[config.mk]
export PLATFORM = sky130hd
export DESIGN_NAME = detection_track_association_table
export DESIGN_NICKNAME = d
export VERILOG_FILES = /design/src/hw/rtl/dtat_pkg.sv /design/src/hw/rtl/dtat_store.sv /design/src/hw/rtl/detection_track_association_table.sv
export SDC_FILE = /design/constraint.sdc
export NUM_CORES = 2
export LEC_CHECK = 0
export BUFFER_PORTS_ARGS = -buffer_cell sky130_fd_sc_hd__buf_2
export CORE_MARGIN = 3
export CORE_UTILIZATION = 54
export CTS_CLUSTER_SIZE = 12
export DETAILED_ROUTE_END_ITERATION = 10
export MAX_ROUTING_LAYER = met4
export PLACE_DENSITY_LB_ADDON = 0.25
export SLEW_MARGIN = 20
export SYNTH_ARGS = -nofsm -noshare
export SYNTH_HDL_FRONTEND = slang
export SYNTH_SLANG_ARGS = --single-unit
[constraint.sdc]
create_clock -name clk -period 13.65 [get_ports clk]
set_clock_uncertainty 0.1 [all_clocks]
set_input_delay 1.365 -clock clk [delete_from_list [all_inputs] [get_ports clk]]
set_output_delay 1.365 -clock clk [all_outputs]
set_load 0.1 [all_outputs]
[src/hw/rtl/dtat_pkg.sv]
// Shared types and constants for the detection/track association table.
// Used by dtat_store and detection_track_association_table; depends on nothing.
`timescale 1ns / 1ps
`default_nettype none

package dtat_pkg;

	// Fixed field widths.
	localparam int ID_W    = 16;
	localparam int MISS_W  = 4;
	localparam int KIND_W  = 3;
	localparam int CMD_W   = 2;
	localparam int SLOT_W  = 4;
	localparam int COUNT_W = 5;

	// Saturation value of an entry's miss counter.
	localparam logic [MISS_W-1:0] MISS_MAX = 4'd15;

	// Reset value of the miss limit register.
	localparam logic [MISS_W-1:0] MISS_LIMIT_RST = 4'd2;

	// Input word commands.
	typedef enum logic [CMD_W-1:0] {
		CMD_DETECT  = 2'd0,
		CMD_REFRESH = 2'd1,
		CMD_EOF     = 2'd2
	} cmd_t;

	// Result word kinds.
	typedef enum logic [KIND_W-1:0] {
		KIND_MATCHED  = 3'd0,
		KIND_ADDED    = 3'd1,
		KIND_DROPPED  = 3'd2,
		KIND_REFRESH  = 3'd3,
		KIND_BAD_SLOT = 3'd4,
		KIND_ENTRY    = 3'd5,
		KIND_EMPTY    = 3'd6
	} kind_t;

	// Sequencer states.
	typedef enum logic [1:0] {
		ST_IDLE,
		ST_SCAN,
		ST_RESULT,
		ST_LIST
	} state_t;

	// Write enables of the two entry memories.
	typedef struct packed {
		logic box_we;
		logic meta_we;
	} wr_en_t;

endpackage

`default_nettype wire

[src/hw/rtl/dtat_store.sv]
// Entry storage: a box memory and an id/miss memory, one write and one read port each.
// Reads are registered: the data for an address appears in the cycle after it. Depends on dtat_pkg.
`timescale 1ns / 1ps
`default_nettype none

module dtat_store #(
	parameter int DEPTH  = 16,
	parameter int ADDR_W = 4,
	parameter int BOX_W  = 48,
	parameter int META_W = 20
) (
	input  wire                   clk,
	input  dtat_pkg::wr_en_t      wr_en,
	input  wire  [ADDR_W-1:0]     waddr,
	input  wire  [BOX_W-1:0]      wbox,
	input  wire  [META_W-1:0]     wmeta,
	input  wire  [ADDR_W-1:0]     raddr,
	output logic [BOX_W-1:0]      rbox,
	output logic [META_W-1:0]     rmeta
);
	import dtat_pkg::*;

	logic [BOX_W-1:0]  box_mem  [DEPTH];
	logic [META_W-1:0] meta_mem [DEPTH];

	// Box memory: write port and registered read.
	always_ff @(posedge clk) begin
		if (wr_en.box_we) begin
			box_mem[waddr] <= wbox;
		end
		rbox <= box_mem[raddr];
	end

	// Id and miss memory: write port and registered read.
	always_ff @(posedge clk) begin
		if (wr_en.meta_we) begin
			meta_mem[waddr] <= wmeta;
		end
		rmeta <= meta_mem[raddr];
	end

endmodule

`default_nettype wire

[src/hw/rtl/detection_track_association_table.sv]
// Top level of the detection/track association table: sequencer, match test and result register.
// Depends on dtat_pkg and dtat_store.
//
//   channel  direction  handshake            word
//   in       input      in_valid / in_stall  command, slot, box_x, box_y, box_w, box_h
//   out      output     out_valid / out_stall kind, object_id, match_count, out_x..out_h,
//                                            miss_count, live_count, last
//   cfg      input      cfg_wr_en            cfg_wr_data (miss limit)
//
// A detection reads the entry memory once per live entry, finishes the scan, loads the result
// and returns to idle before the next word is accepted. End of frame first runs the compaction
// pass; when any entry survives it then lists the survivors, one entry word per cycle while the
// output is not stalled, and else gives one empty result. A refresh loads its result directly.
// The memory read port is registered, so each entry is evaluated in the cycle after its read.
// arst_n clears the entry count, the next id and the linked flags, and sets the miss limit to 2.
// A new input word is taken only when the sequencer is idle; a stalled output holds its word
// and pauses the sequencer, but the input side may run one word ahead of a waiting result.
`timescale 1ns / 1ps
`default_nettype none

module detection_track_association_table #(
	parameter int MAX_ENTRIES = 16,
	parameter int COORD_BITS  = 12
) (
	input  wire                            clk,
	input  wire                            arst_n,
	// Configuration.
	input  wire                            cfg_wr_en,
	input  wire  [dtat_pkg::MISS_W-1:0]    cfg_wr_data,
	// Input channel.
	input  wire                            in_valid,
	output logic                           in_stall,
	input  wire  [dtat_pkg::CMD_W-1:0]     command,
	input  wire  [dtat_pkg::SLOT_W-1:0]    slot,
	input  wire  [COORD_BITS-1:0]          box_x,
	input  wire  [COORD_BITS-1:0]          box_y,
	input  wire  [COORD_BITS-1:0]          box_w,
	input  wire  [COORD_BITS-1:0]          box_h,
	// Output channel.
	output logic                           out_valid,
	input  wire                            out_stall,
	output logic [dtat_pkg::KIND_W-1:0]    kind,
	output logic [dtat_pkg::ID_W-1:0]      object_id,
	output logic [dtat_pkg::COUNT_W-1:0]   match_count,
	output logic [COORD_BITS-1:0]          out_x,
	output logic [COORD_BITS-1:0]          out_y,
	output logic [COORD_BITS-1:0]          out_w,
	output logic [COORD_BITS-1:0]          out_h,
	output logic [dtat_pkg::MISS_W-1:0]    miss_count,
	output logic [dtat_pkg::COUNT_W-1:0]   live_count,
	output logic                           last
);
	import dtat_pkg::*;

	localparam int CNT_W  = $clog2(MAX_ENTRIES + 1);
	localparam int IDX_W  = $clog2(MAX_ENTRIES);
	localparam int EXT_W  = COORD_BITS + 1;
	localparam int BOX_W  = 4 * COORD_BITS;
	localparam int META_W = ID_W + MISS_W;

	// Control registers.
	state_t               state_q, state_d;
	cmd_t                 op_q;
	logic [CNT_W-1:0]     total_q;
	logic [CNT_W-1:0]     idx_q;
	logic [CNT_W-1:0]     keep_q;
	logic [CNT_W-1:0]     match_q;
	logic [ID_W-1:0]      next_id_q;
	logic [MISS_W-1:0]    miss_limit_q;
	logic [MAX_ENTRIES-1:0] linked_q;
	logic                 vld_s1;
	logic [IDX_W-1:0]     idx_s1;
	logic                 rd_ok_q;

	// Detection word held for the whole operation.
	logic [COORD_BITS-1:0] dx_q, dy_q, dw_q, dh_q;
	logic [EXT_W-1:0]      dcx_q, dcy_q, dr_q, db_q;
	logic [SLOT_W-1:0]     slot_q;

	// Output register.
	logic                  out_valid_q;
	logic [KIND_W-1:0]     kind_q;
	logic [ID_W-1:0]       object_id_q;
	logic [COUNT_W-1:0]    match_count_q;
	logic [COORD_BITS-1:0] out_x_q, out_y_q, out_w_q, out_h_q;
	logic [MISS_W-1:0]     miss_count_q;
	logic [COUNT_W-1:0]    live_count_q;
	logic                  last_q;

	// Memory interface.
	wr_en_t                wr_en;
	logic [IDX_W-1:0]      waddr, raddr;
	logic [BOX_W-1:0]      wbox, rbox;
	logic [META_W-1:0]     wmeta, rmeta;

	// Combinational control.
	logic                  in_acc, out_free;
	logic                  scan_issue, scan_done;
	logic                  det_hit, keep_hit;
	logic                  res_load, list_load;
	logic                  append, slot_ok, list_end;
	logic [CNT_W-1:0]      idx_next;
	logic [COORD_BITS-1:0] ex, ey, ew, eh;
	logic [EXT_W-1:0]      ecx, ecy, er, eb;
	logic                  det_in_ent, ent_in_det;
	logic [MISS_W-1:0]     rmiss, mnew;
	logic [ID_W-1:0]       rid;

	dtat_store #(
		.DEPTH  (MAX_ENTRIES),
		.ADDR_W (IDX_W),
		.BOX_W  (BOX_W),
		.META_W (META_W)
	) u_store (
		.clk   (clk),
		.wr_en (wr_en),
		.waddr (waddr),
		.wbox  (wbox),
		.wmeta (wmeta),
		.raddr (raddr),
		.rbox  (rbox),
		.rmeta (rmeta)
	);

	// Handshakes.
	assign in_stall = (state_q != ST_IDLE);
	assign in_acc   = in_valid && !in_stall;
	assign out_free = !out_valid_q || !out_stall;

	// Fields of the entry read in the previous cycle.
	assign ex    = rbox[BOX_W-1 -: COORD_BITS];
	assign ey    = rbox[3*COORD_BITS-1 -: COORD_BITS];
	assign ew    = rbox[2*COORD_BITS-1 -: COORD_BITS];
	assign eh    = rbox[COORD_BITS-1:0];
	assign rid   = rmeta[META_W-1 -: ID_W];
	assign rmiss = rmeta[MISS_W-1:0];

	// Entry centroid and far edges.
	assign ecx = EXT_W'(ex) + EXT_W'(ew >> 1);
	assign ecy = EXT_W'(ey) + EXT_W'(eh >> 1);
	assign er  = EXT_W'(ex) + EXT_W'(ew);
	assign eb  = EXT_W'(ey) + EXT_W'(eh);

	// Mutual containment test, half-open boxes.
	assign det_in_ent = (dcx_q >= EXT_W'(ex)) && (dcx_q < er) &&
	                    (dcy_q >= EXT_W'(ey)) && (dcy_q < eb);
	assign ent_in_det = (ecx >= EXT_W'(dx_q)) && (ecx < dr_q) &&
	                    (ecy >= EXT_W'(dy_q)) && (ecy < db_q);

	// Miss update for end of frame, saturating.
	assign mnew = (!linked_q[idx_s1] && (rmiss != MISS_MAX)) ? rmiss + 1'b1 : rmiss;

	// Scan pipeline: issue one read a cycle, evaluate it the next cycle.
	assign scan_issue = (state_q == ST_SCAN) && (idx_q < total_q);
	assign scan_done  = (state_q == ST_SCAN) && !scan_issue && !vld_s1;
	assign det_hit    = vld_s1 && (op_q == CMD_DETECT) && det_in_ent && ent_in_det;
	assign keep_hit   = vld_s1 && (op_q == CMD_EOF) && (mnew < miss_limit_q);

	// Final result and listing.
	assign res_load  = (state_q == ST_RESULT) && out_free;
	assign list_load = (state_q == ST_LIST) && rd_ok_q && out_free;
	assign list_end  = (idx_q == total_q - 1'b1);
	assign append    = (op_q == CMD_DETECT) && (match_q == '0) &&
	                   (total_q < CNT_W'(MAX_ENTRIES));
	assign slot_ok   = (32'(slot_q) < 32'(total_q));
	assign idx_next  = list_load ? idx_q + 1'b1 : idx_q;

	// Memory write selection; the sources never overlap in one cycle.
	always_comb begin
		wr_en = '0;
		waddr = idx_s1;
		wbox  = {dx_q, dy_q, dw_q, dh_q};
		wmeta = {rid, {MISS_W{1'b0}}};
		priority if (det_hit) begin
			wr_en.box_we  = 1'b1;
			wr_en.meta_we = 1'b1;
		end else if (keep_hit) begin
			wr_en.box_we  = 1'b1;
			wr_en.meta_we = 1'b1;
			waddr         = keep_q[IDX_W-1:0];
			wbox          = rbox;
			wmeta         = {rid, mnew};
		end else if (res_load && append) begin
			wr_en.box_we  = 1'b1;
			wr_en.meta_we = 1'b1;
			waddr         = total_q[IDX_W-1:0];
			wmeta         = {next_id_q, {MISS_W{1'b0}}};
		end else if (res_load && (op_q == CMD_REFRESH) && slot_ok) begin
			wr_en.box_we  = 1'b1;
			waddr         = IDX_W'(slot_q);
		end
	end

	// Read address: scan cursor, or the listing cursor one word ahead.
	always_comb begin
		if (state_q == ST_LIST) begin
			raddr = idx_next[IDX_W-1:0];
		end else begin
			raddr = idx_q[IDX_W-1:0];
		end
	end

	// Next state.
	always_comb begin
		state_d = state_q;
		unique case (state_q)
			ST_IDLE: begin
				if (in_acc) begin
					case (command)
						CMD_DETECT:  state_d = ST_SCAN;
						CMD_REFRESH: state_d = ST_RESULT;
						CMD_EOF:     state_d = ST_SCAN;
						default:     state_d = ST_IDLE;
					endcase
				end
			end
			ST_SCAN: begin
				if (scan_done) begin
					if ((op_q == CMD_EOF) && (keep_q != '0)) begin
						state_d = ST_LIST;
					end else begin
						state_d = ST_RESULT;
					end
				end
			end
			ST_RESULT: begin
				if (res_load) begin
					state_d = ST_IDLE;
				end
			end
			ST_LIST: begin
				if (list_load && list_end) begin
					state_d = ST_IDLE;
				end
			end
			default: state_d = ST_IDLE;
		endcase
	end

	// State register.
	always_ff @(posedge clk or negedge arst_n) begin
		if (!arst_n) begin
			state_q <= ST_IDLE;
		end else begin
			state_q <= state_d;
		end
	end

	// Control registers and table bookkeeping.
	always_ff @(posedge clk or negedge arst_n) begin
		if (!arst_n) begin
			op_q         <= CMD_DETECT;
			total_q      <= '0;
			idx_q        <= '0;
			keep_q       <= '0;
			match_q      <= '0;
			next_id_q    <= '0;
			miss_limit_q <= MISS_LIMIT_RST;
			linked_q     <= '0;
			vld_s1       <= 1'b0;
			idx_s1       <= '0;
			rd_ok_q      <= 1'b0;
		end else begin
			if (cfg_wr_en) begin
				miss_limit_q <= cfg_wr_data;
			end

			vld_s1  <= scan_issue;
			idx_s1  <= idx_q[IDX_W-1:0];
			rd_ok_q <= (state_q == ST_LIST);

			// A new word restarts the cursors.
			if (in_acc) begin
				op_q    <= cmd_t'(command);
				idx_q   <= '0;
				keep_q  <= '0;
				match_q <= '0;
			end

			if (scan_issue) begin
				idx_q <= idx_q + 1'b1;
			end

			if (det_hit) begin
				match_q          <= match_q + 1'b1;
				linked_q[idx_s1] <= 1'b1;
			end

			if (keep_hit) begin
				keep_q <= keep_q + 1'b1;
			end

			// Compaction finished: the survivors form the new table.
			if (scan_done && (op_q == CMD_EOF)) begin
				total_q  <= keep_q;
				linked_q <= '0;
				idx_q    <= '0;
			end

			if (res_load && append) begin
				total_q                       <= total_q + 1'b1;
				next_id_q                     <= next_id_q + 1'b1;
				linked_q[total_q[IDX_W-1:0]] <= 1'b1;
			end

			if (list_load) begin
				idx_q <= idx_next;
			end
		end
	end

	// Detection word capture, with its centroid and far edges.
	always_ff @(posedge clk) begin
		if (in_acc) begin
			dx_q   <= box_x;
			dy_q   <= box_y;
			dw_q   <= box_w;
			dh_q   <= box_h;
			dcx_q  <= EXT_W'(box_x) + EXT_W'(box_w >> 1);
			dcy_q  <= EXT_W'(box_y) + EXT_W'(box_h >> 1);
			dr_q   <= EXT_W'(box_x) + EXT_W'(box_w);
			db_q   <= EXT_W'(box_y) + EXT_W'(box_h);
			slot_q <= slot;
		end
	end

	// Output valid flag.
	always_ff @(posedge clk or negedge arst_n) begin
		if (!arst_n) begin
			out_valid_q <= 1'b0;
		end else if (res_load || list_load) begin
			out_valid_q <= 1'b1;
		end else if (!out_stall) begin
			out_valid_q <= 1'b0;
		end
	end

	// Output word: either a single final result or one listed entry.
	always_ff @(posedge clk) begin
		if (list_load) begin
			kind_q        <= KIND_ENTRY;
			object_id_q   <= rid;
			match_count_q <= '0;
			out_x_q       <= ex;
			out_y_q       <= ey;
			out_w_q       <= ew;
			out_h_q       <= eh;
			miss_count_q  <= rmiss;
			live_count_q  <= COUNT_W'(total_q);
			last_q        <= list_end;
		end else if (res_load) begin
			object_id_q   <= append ? next_id_q : '0;
			match_count_q <= COUNT_W'(match_q);
			out_x_q       <= '0;
			out_y_q       <= '0;
			out_w_q       <= '0;
			out_h_q       <= '0;
			miss_count_q  <= '0;
			live_count_q  <= append ? COUNT_W'(total_q + 1'b1) : COUNT_W'(total_q);
			last_q        <= 1'b1;
			unique case (op_q)
				CMD_DETECT: begin
					if (match_q != '0) begin
						kind_q <= KIND_MATCHED;
					end else if (append) begin
						kind_q <= KIND_ADDED;
					end else begin
						kind_q <= KIND_DROPPED;
					end
				end
				CMD_REFRESH: begin
					kind_q <= slot_ok ? KIND_REFRESH : KIND_BAD_SLOT;
				end
				CMD_EOF: begin
					kind_q <= KIND_EMPTY;
				end
				default: begin
					kind_q <= KIND_EMPTY;
				end
			endcase
		end
	end

	assign out_valid   = out_valid_q;
	assign kind        = kind_q;
	assign object_id   = object_id_q;
	assign match_count = match_count_q;
	assign out_x       = out_x_q;
	assign out_y       = out_y_q;
	assign out_w       = out_w_q;
	assign out_h       = out_h_q;
	assign miss_count  = miss_count_q;
	assign live_count  = live_count_q;
	assign last        = last_q;

endmodule

`default_nettype wire
==> results.txt <==
The arrival time of the worst setup path is ~7.4 ns. The pin count of the biggest net entering global routing came out at roughly 80. The number of buffers created by CTS came out at approximately 150. The mean instance size in the synthesized netlist is about 18 sq um. The cell area after layout came out at ~0.067 sq mm. Counting flops and latches in the post-synthesis netlist gives about 1400.

The worst IR drop on VDD is around 0.15 mV. The final critical path time including I/O delays and setup is approximately 7.1 ns. The flow ran to the end, and the final reports show no timing, DRC or antenna violations. The top cell types in the final layout, fill and taps aside, are edfxtp_1 (1266), mux4_2 (343), ha_1 (210), nand2_1 (187), clkbuf_16 (149). The setup slack of the most critical reg-to-reg path is approximately 6.5 ns.

The chip height came out at ~340 um. The proportion of synthesized flip-flops having asynchronous set or reset came out at roughly 4.8%. The maximum root-to-sink buffer count is 3. In this design, the stage delay of the slowest critical-path cell is approximately 0.95 ns. The number of hold buffers added after CTS was 0. The worst flop-to-flop path startpoint is u_store.rbox[36].

The most used flip-flop cell after synthesis is edfxtp_1. The number of global-route vias before repair is between 30000 and 40000. The initial antenna violation count came out at 11. The power density relative to cell area is 228 mW/mm^2. The internal power of the cells is just under 10000 uW. The final setup TNS is 0 ns. The number of clock sinks seen by CTS came out at approximately 1400. The top-level I/O count came out at around 150. The number of distinct library cells after synthesis came out at 84.

The netlist area before placement came out at between 0.05 and 0.06 sq mm. The worst register-to-register path has a depth of 23. The number of enable flip-flop cells after synthesis is roughly 1300. After detailed placement, the total cell area comes to 0.0620 sq mm.

The iteration count of the initial detailed-routing pass came out at 6. Leaving out fill and tap cells, the most frequent cell in the layout is edfxtp_1. The row count is 120. The wire length of the first global-routing pass came out at approximately 220 mm. Setup repair after global routing left no endpoint under its margin.

The clock input transition at the sequential cells of the worst setup and hold paths is roughly 0.050 ns. STA classifies the critical path startpoint as a flip-flop. The remaining routing DRC violations came out at 0. Buffers placed on the I/O ports in this run total 146. The leakage power of the design is 0.0232 uW.

The worst hold path begins at match_count[2]. Walking the worst path, the cells encountered are ha_1, inv_1, fa_1, nor2b_1, o21ai_0, a21oi_1, o21ai_0, a21oi_1, o21ai_0, a21oi_1, nor2_1, xor2_1, ha_1, a21oi_1, o22ai_1, nor3_1, o2111ai_1, nor4bb_1, o2111a_1, nand3_2, buf_4, or3_1, a21bo_1. The portion of total power attributed to the clock network came out at between 20% and 30%. The die outline width came out at 337 um. The achievable frequency came out at between 0.1 and 0.15 GHz. The total number of H-tree levels is 4. The worst hold path class is reg2reg. Post-CTS timing repair inserted 0 buffers for setup. The routed length per placed instance is about 29 um. The number of cells produced by synthesis is 3310. The global-route usage over all layers is ~27%. The max capacitance violation total is 0. The kind of end point of the critical path is a flip-flop.

The register share of total power came out at about two fifths. The initial detailed-routing violation count came out at 3870. The later pin in the worst-skew pair is clocked with a latency of roughly 0.75 ns. The transition time at the pin with the least slew margin is 1.17 ns. The overflow left after global routing is 0. The clock tree from TritonCTS is done. The via count is approximately 32000. The layout cell share with drive strength beyond 1 is a little under a quarter. The most used cell along the critical path is a21oi_1. After detailed routing, the number of vias per cell comes to ~6.3. The worst hold slack across all endpoints is about 0.36 ns.

The net count of the finished layout is 3825. The final number of hold-violating endpoints is 0. The Yosys warning count is 0. The tree is rooted in a clkbuf_16. For hold timing, the worst endpoint is match_count[2]. The total area inside the core boundary comes to around 0.11 sq mm.

The number of gates resized after CTS is 0. The critical-path maximum fanout came out at 32. The relative contribution of combinational cells to total power came out at between 30% and 40%.

The remaining max-slew budget at the tightest pin is between 20% and 30%. The worst hold path passes through 2 cells. Among all stages on the critical path, the largest delay is contributed by a21bo_1.

The sequential area share after synthesis came out at 69.6%. The detailed-placement wirelength estimate came out at roughly 90 mm. The total wirelength of the detailed-routed design came out at between 100 and 150 mm. In this run switching power makes up approximately a third of total power. The number of slew-limit violations in the final report is 0.

The initial utilization of the core area, before any placement, comes to a little over half. The post-synth net total came out at around 3600. Routability-driven placement finished with a final weighted congestion of between 0.9 and 1. The area added between synthesis and finish is 12.4%. The endpoint identified for the worst register-to-register timing path is u_store.meta_mem[5][5]. The number of nets with antenna violations after detailed routing came out at 0. At the worst endpoint, the required time is 13.89 ns. Setup violations remaining at the end of the flow were counted as 0. The die area is between 0.1 and 0.15 sq mm. The net load switching power came out at 5290 uW.

By startpoint and endpoint, the worst setup path is classified as reg2reg. After layout, the worst path uses between 50% and 60% of the clock period.
metrics by stage:
| step | cells | total power (uW) | setup WS (ns) | utilization, % |
|---|---|---|---|---|
| after floorplan | 3310 | 9750 | 5.45 | - |
| after global placement | 4798 | 11300 | 6.84 | 57.5 |
| after detailed placement | 4798 | 11500 | 6.74 | 57.5 |
| after CTS | 5054 | 15200 | 6.67 | 61.6 |
| after global routing | 5057 | 16000 | 6.11 | 61.7 |
| final | 5059 | 15200 | 6.51 | 61.7 |
synthesized netlist by cell type (all sizes together), types with 13 or more instances:
| master | number | area (sq um) |
|---|---|---|
| xnor2 | 68 | 596 |
| and2 | 31 | 195 |
| nand2b | 30 | 188 |
| o22ai | 15 | 93.8 |
| nor3 | 34 | 175 |
| nor2 | 134 | 503 |
| dfrtp | 66 | 1650 |
| mux4 | 343 | 7720 |
| or2 | 16 | 100 |
| a22o | 17 | 149 |
| edfxtp | 1266 | 38000 |
| buf | 57 | 350 |
| o31ai | 13 | 97.6 |
| o21a | 18 | 135 |
| nand3 | 32 | 160 |
| nor2b | 28 | 175 |
| dfxtp | 76 | 1520 |
| ha | 210 | 2630 |
| o21ai | 108 | 541 |
| inv | 145 | 544 |
| a21boi | 15 | 113 |
| a21oi | 78 | 390 |
| clkbuf | 72 | 270 |
| xor2 | 25 | 219 |
| nand2 | 189 | 712 |
| mux2 | 19 | 214 |
| nand4 | 22 | 144 |
| a21o | 27 | 203 |
power by group through the flow:
stage | combinational, uW | sequential [uW] | clock [uW]
final | 5590 | 5860 | 3740
after global routing | 6090 | 5890 | 3980
after CTS | 5570 | 5860 | 3800
after detailed placement | 5520 | 5950 | 0
after global placement | 5390 | 5930 | 0
after floorplan | 3740 | 6020 | 0
worst max-delay path: cells and delay by family, from the launching register on:
family | cells | cell delay [ns]
AO/OA/AOI/OAI | 11 | 3.20
adder cells (fa/ha/maj) | 3 | 0.91
AND/OR/NAND/NOR | 6 | 1.57
flip-flops | 1 | 0.41
XOR/XNOR | 1 | 0.15
buffers and inverters | 2 | 0.36
registers in the layout, indices dropped and copies added (netlist names), 16 cells and up:
| register | flops |
|---|---|
| linked_q | 16 |
| next_id_q | 16 |
| object_id | 16 |
| u_store.box_mem | 768 |
| u_store.meta_mem | 320 |
| u_store.rbox | 48 |
| u_store.rmeta | 20 |
metal layers:
layer  up-vias  wire [um]  GRT usage, %
met5         -          0             -
met2      1566      69000          40.5
li1      13600          -             -
met1     16600      60400          38.9
met4         0       4370          8.11
met3       265      13100          4.88
cell families (layout without fill, tap and decap cells):
logic type | after synthesis | in the layout | share of synthesized area [%]
xor+xnor | 93 | 93 | 1.37
mux | 370 | 370 | 13.5
buf+inv | 274 | 616 | 1.97
flops | 1409 | 1409 | 69.6
compound gates | 398 | 398 | 4.49
fa+ha+maj | 218 | 218 | 4.70
simple gates | 548 | 548 | 4.37
other cells | 0 | 4 | 0
area by class of cell:
type	count	area [sq um]
Multi-Input combinational cell	1627	17300
Timing Repair Buffer	215	1270
Clock inverter	35	395
Inverter	145	547
Clock buffer	221	4040
Antenna cell	4	10.0
Sequential cell	1409	41200
Tap cell	1403	1760
Fill cell	7448	41400
worst max-delay path by stage:
stage | startpoint | end | slack [ns] | cells after the start
after floorplan | u_store.rbox[1] | u_store.box_mem[15][0] | 5.45 | 20
after global placement | u_store.rbox[36] | u_store.meta_mem[1][15] | 6.84 | 23
after detailed placement | u_store.rbox[36] | u_store.meta_mem[5][12] | 6.74 | 23
after CTS | u_store.rbox[36] | u_store.meta_mem[5][5] | 6.67 | 23
after global routing | u_store.rbox[36] | u_store.meta_mem[5][5] | 6.11 | 23
final | u_store.rbox[36] | u_store.meta_mem[5][5] | 6.51 | 23
(Power assumes the default switching activity.)
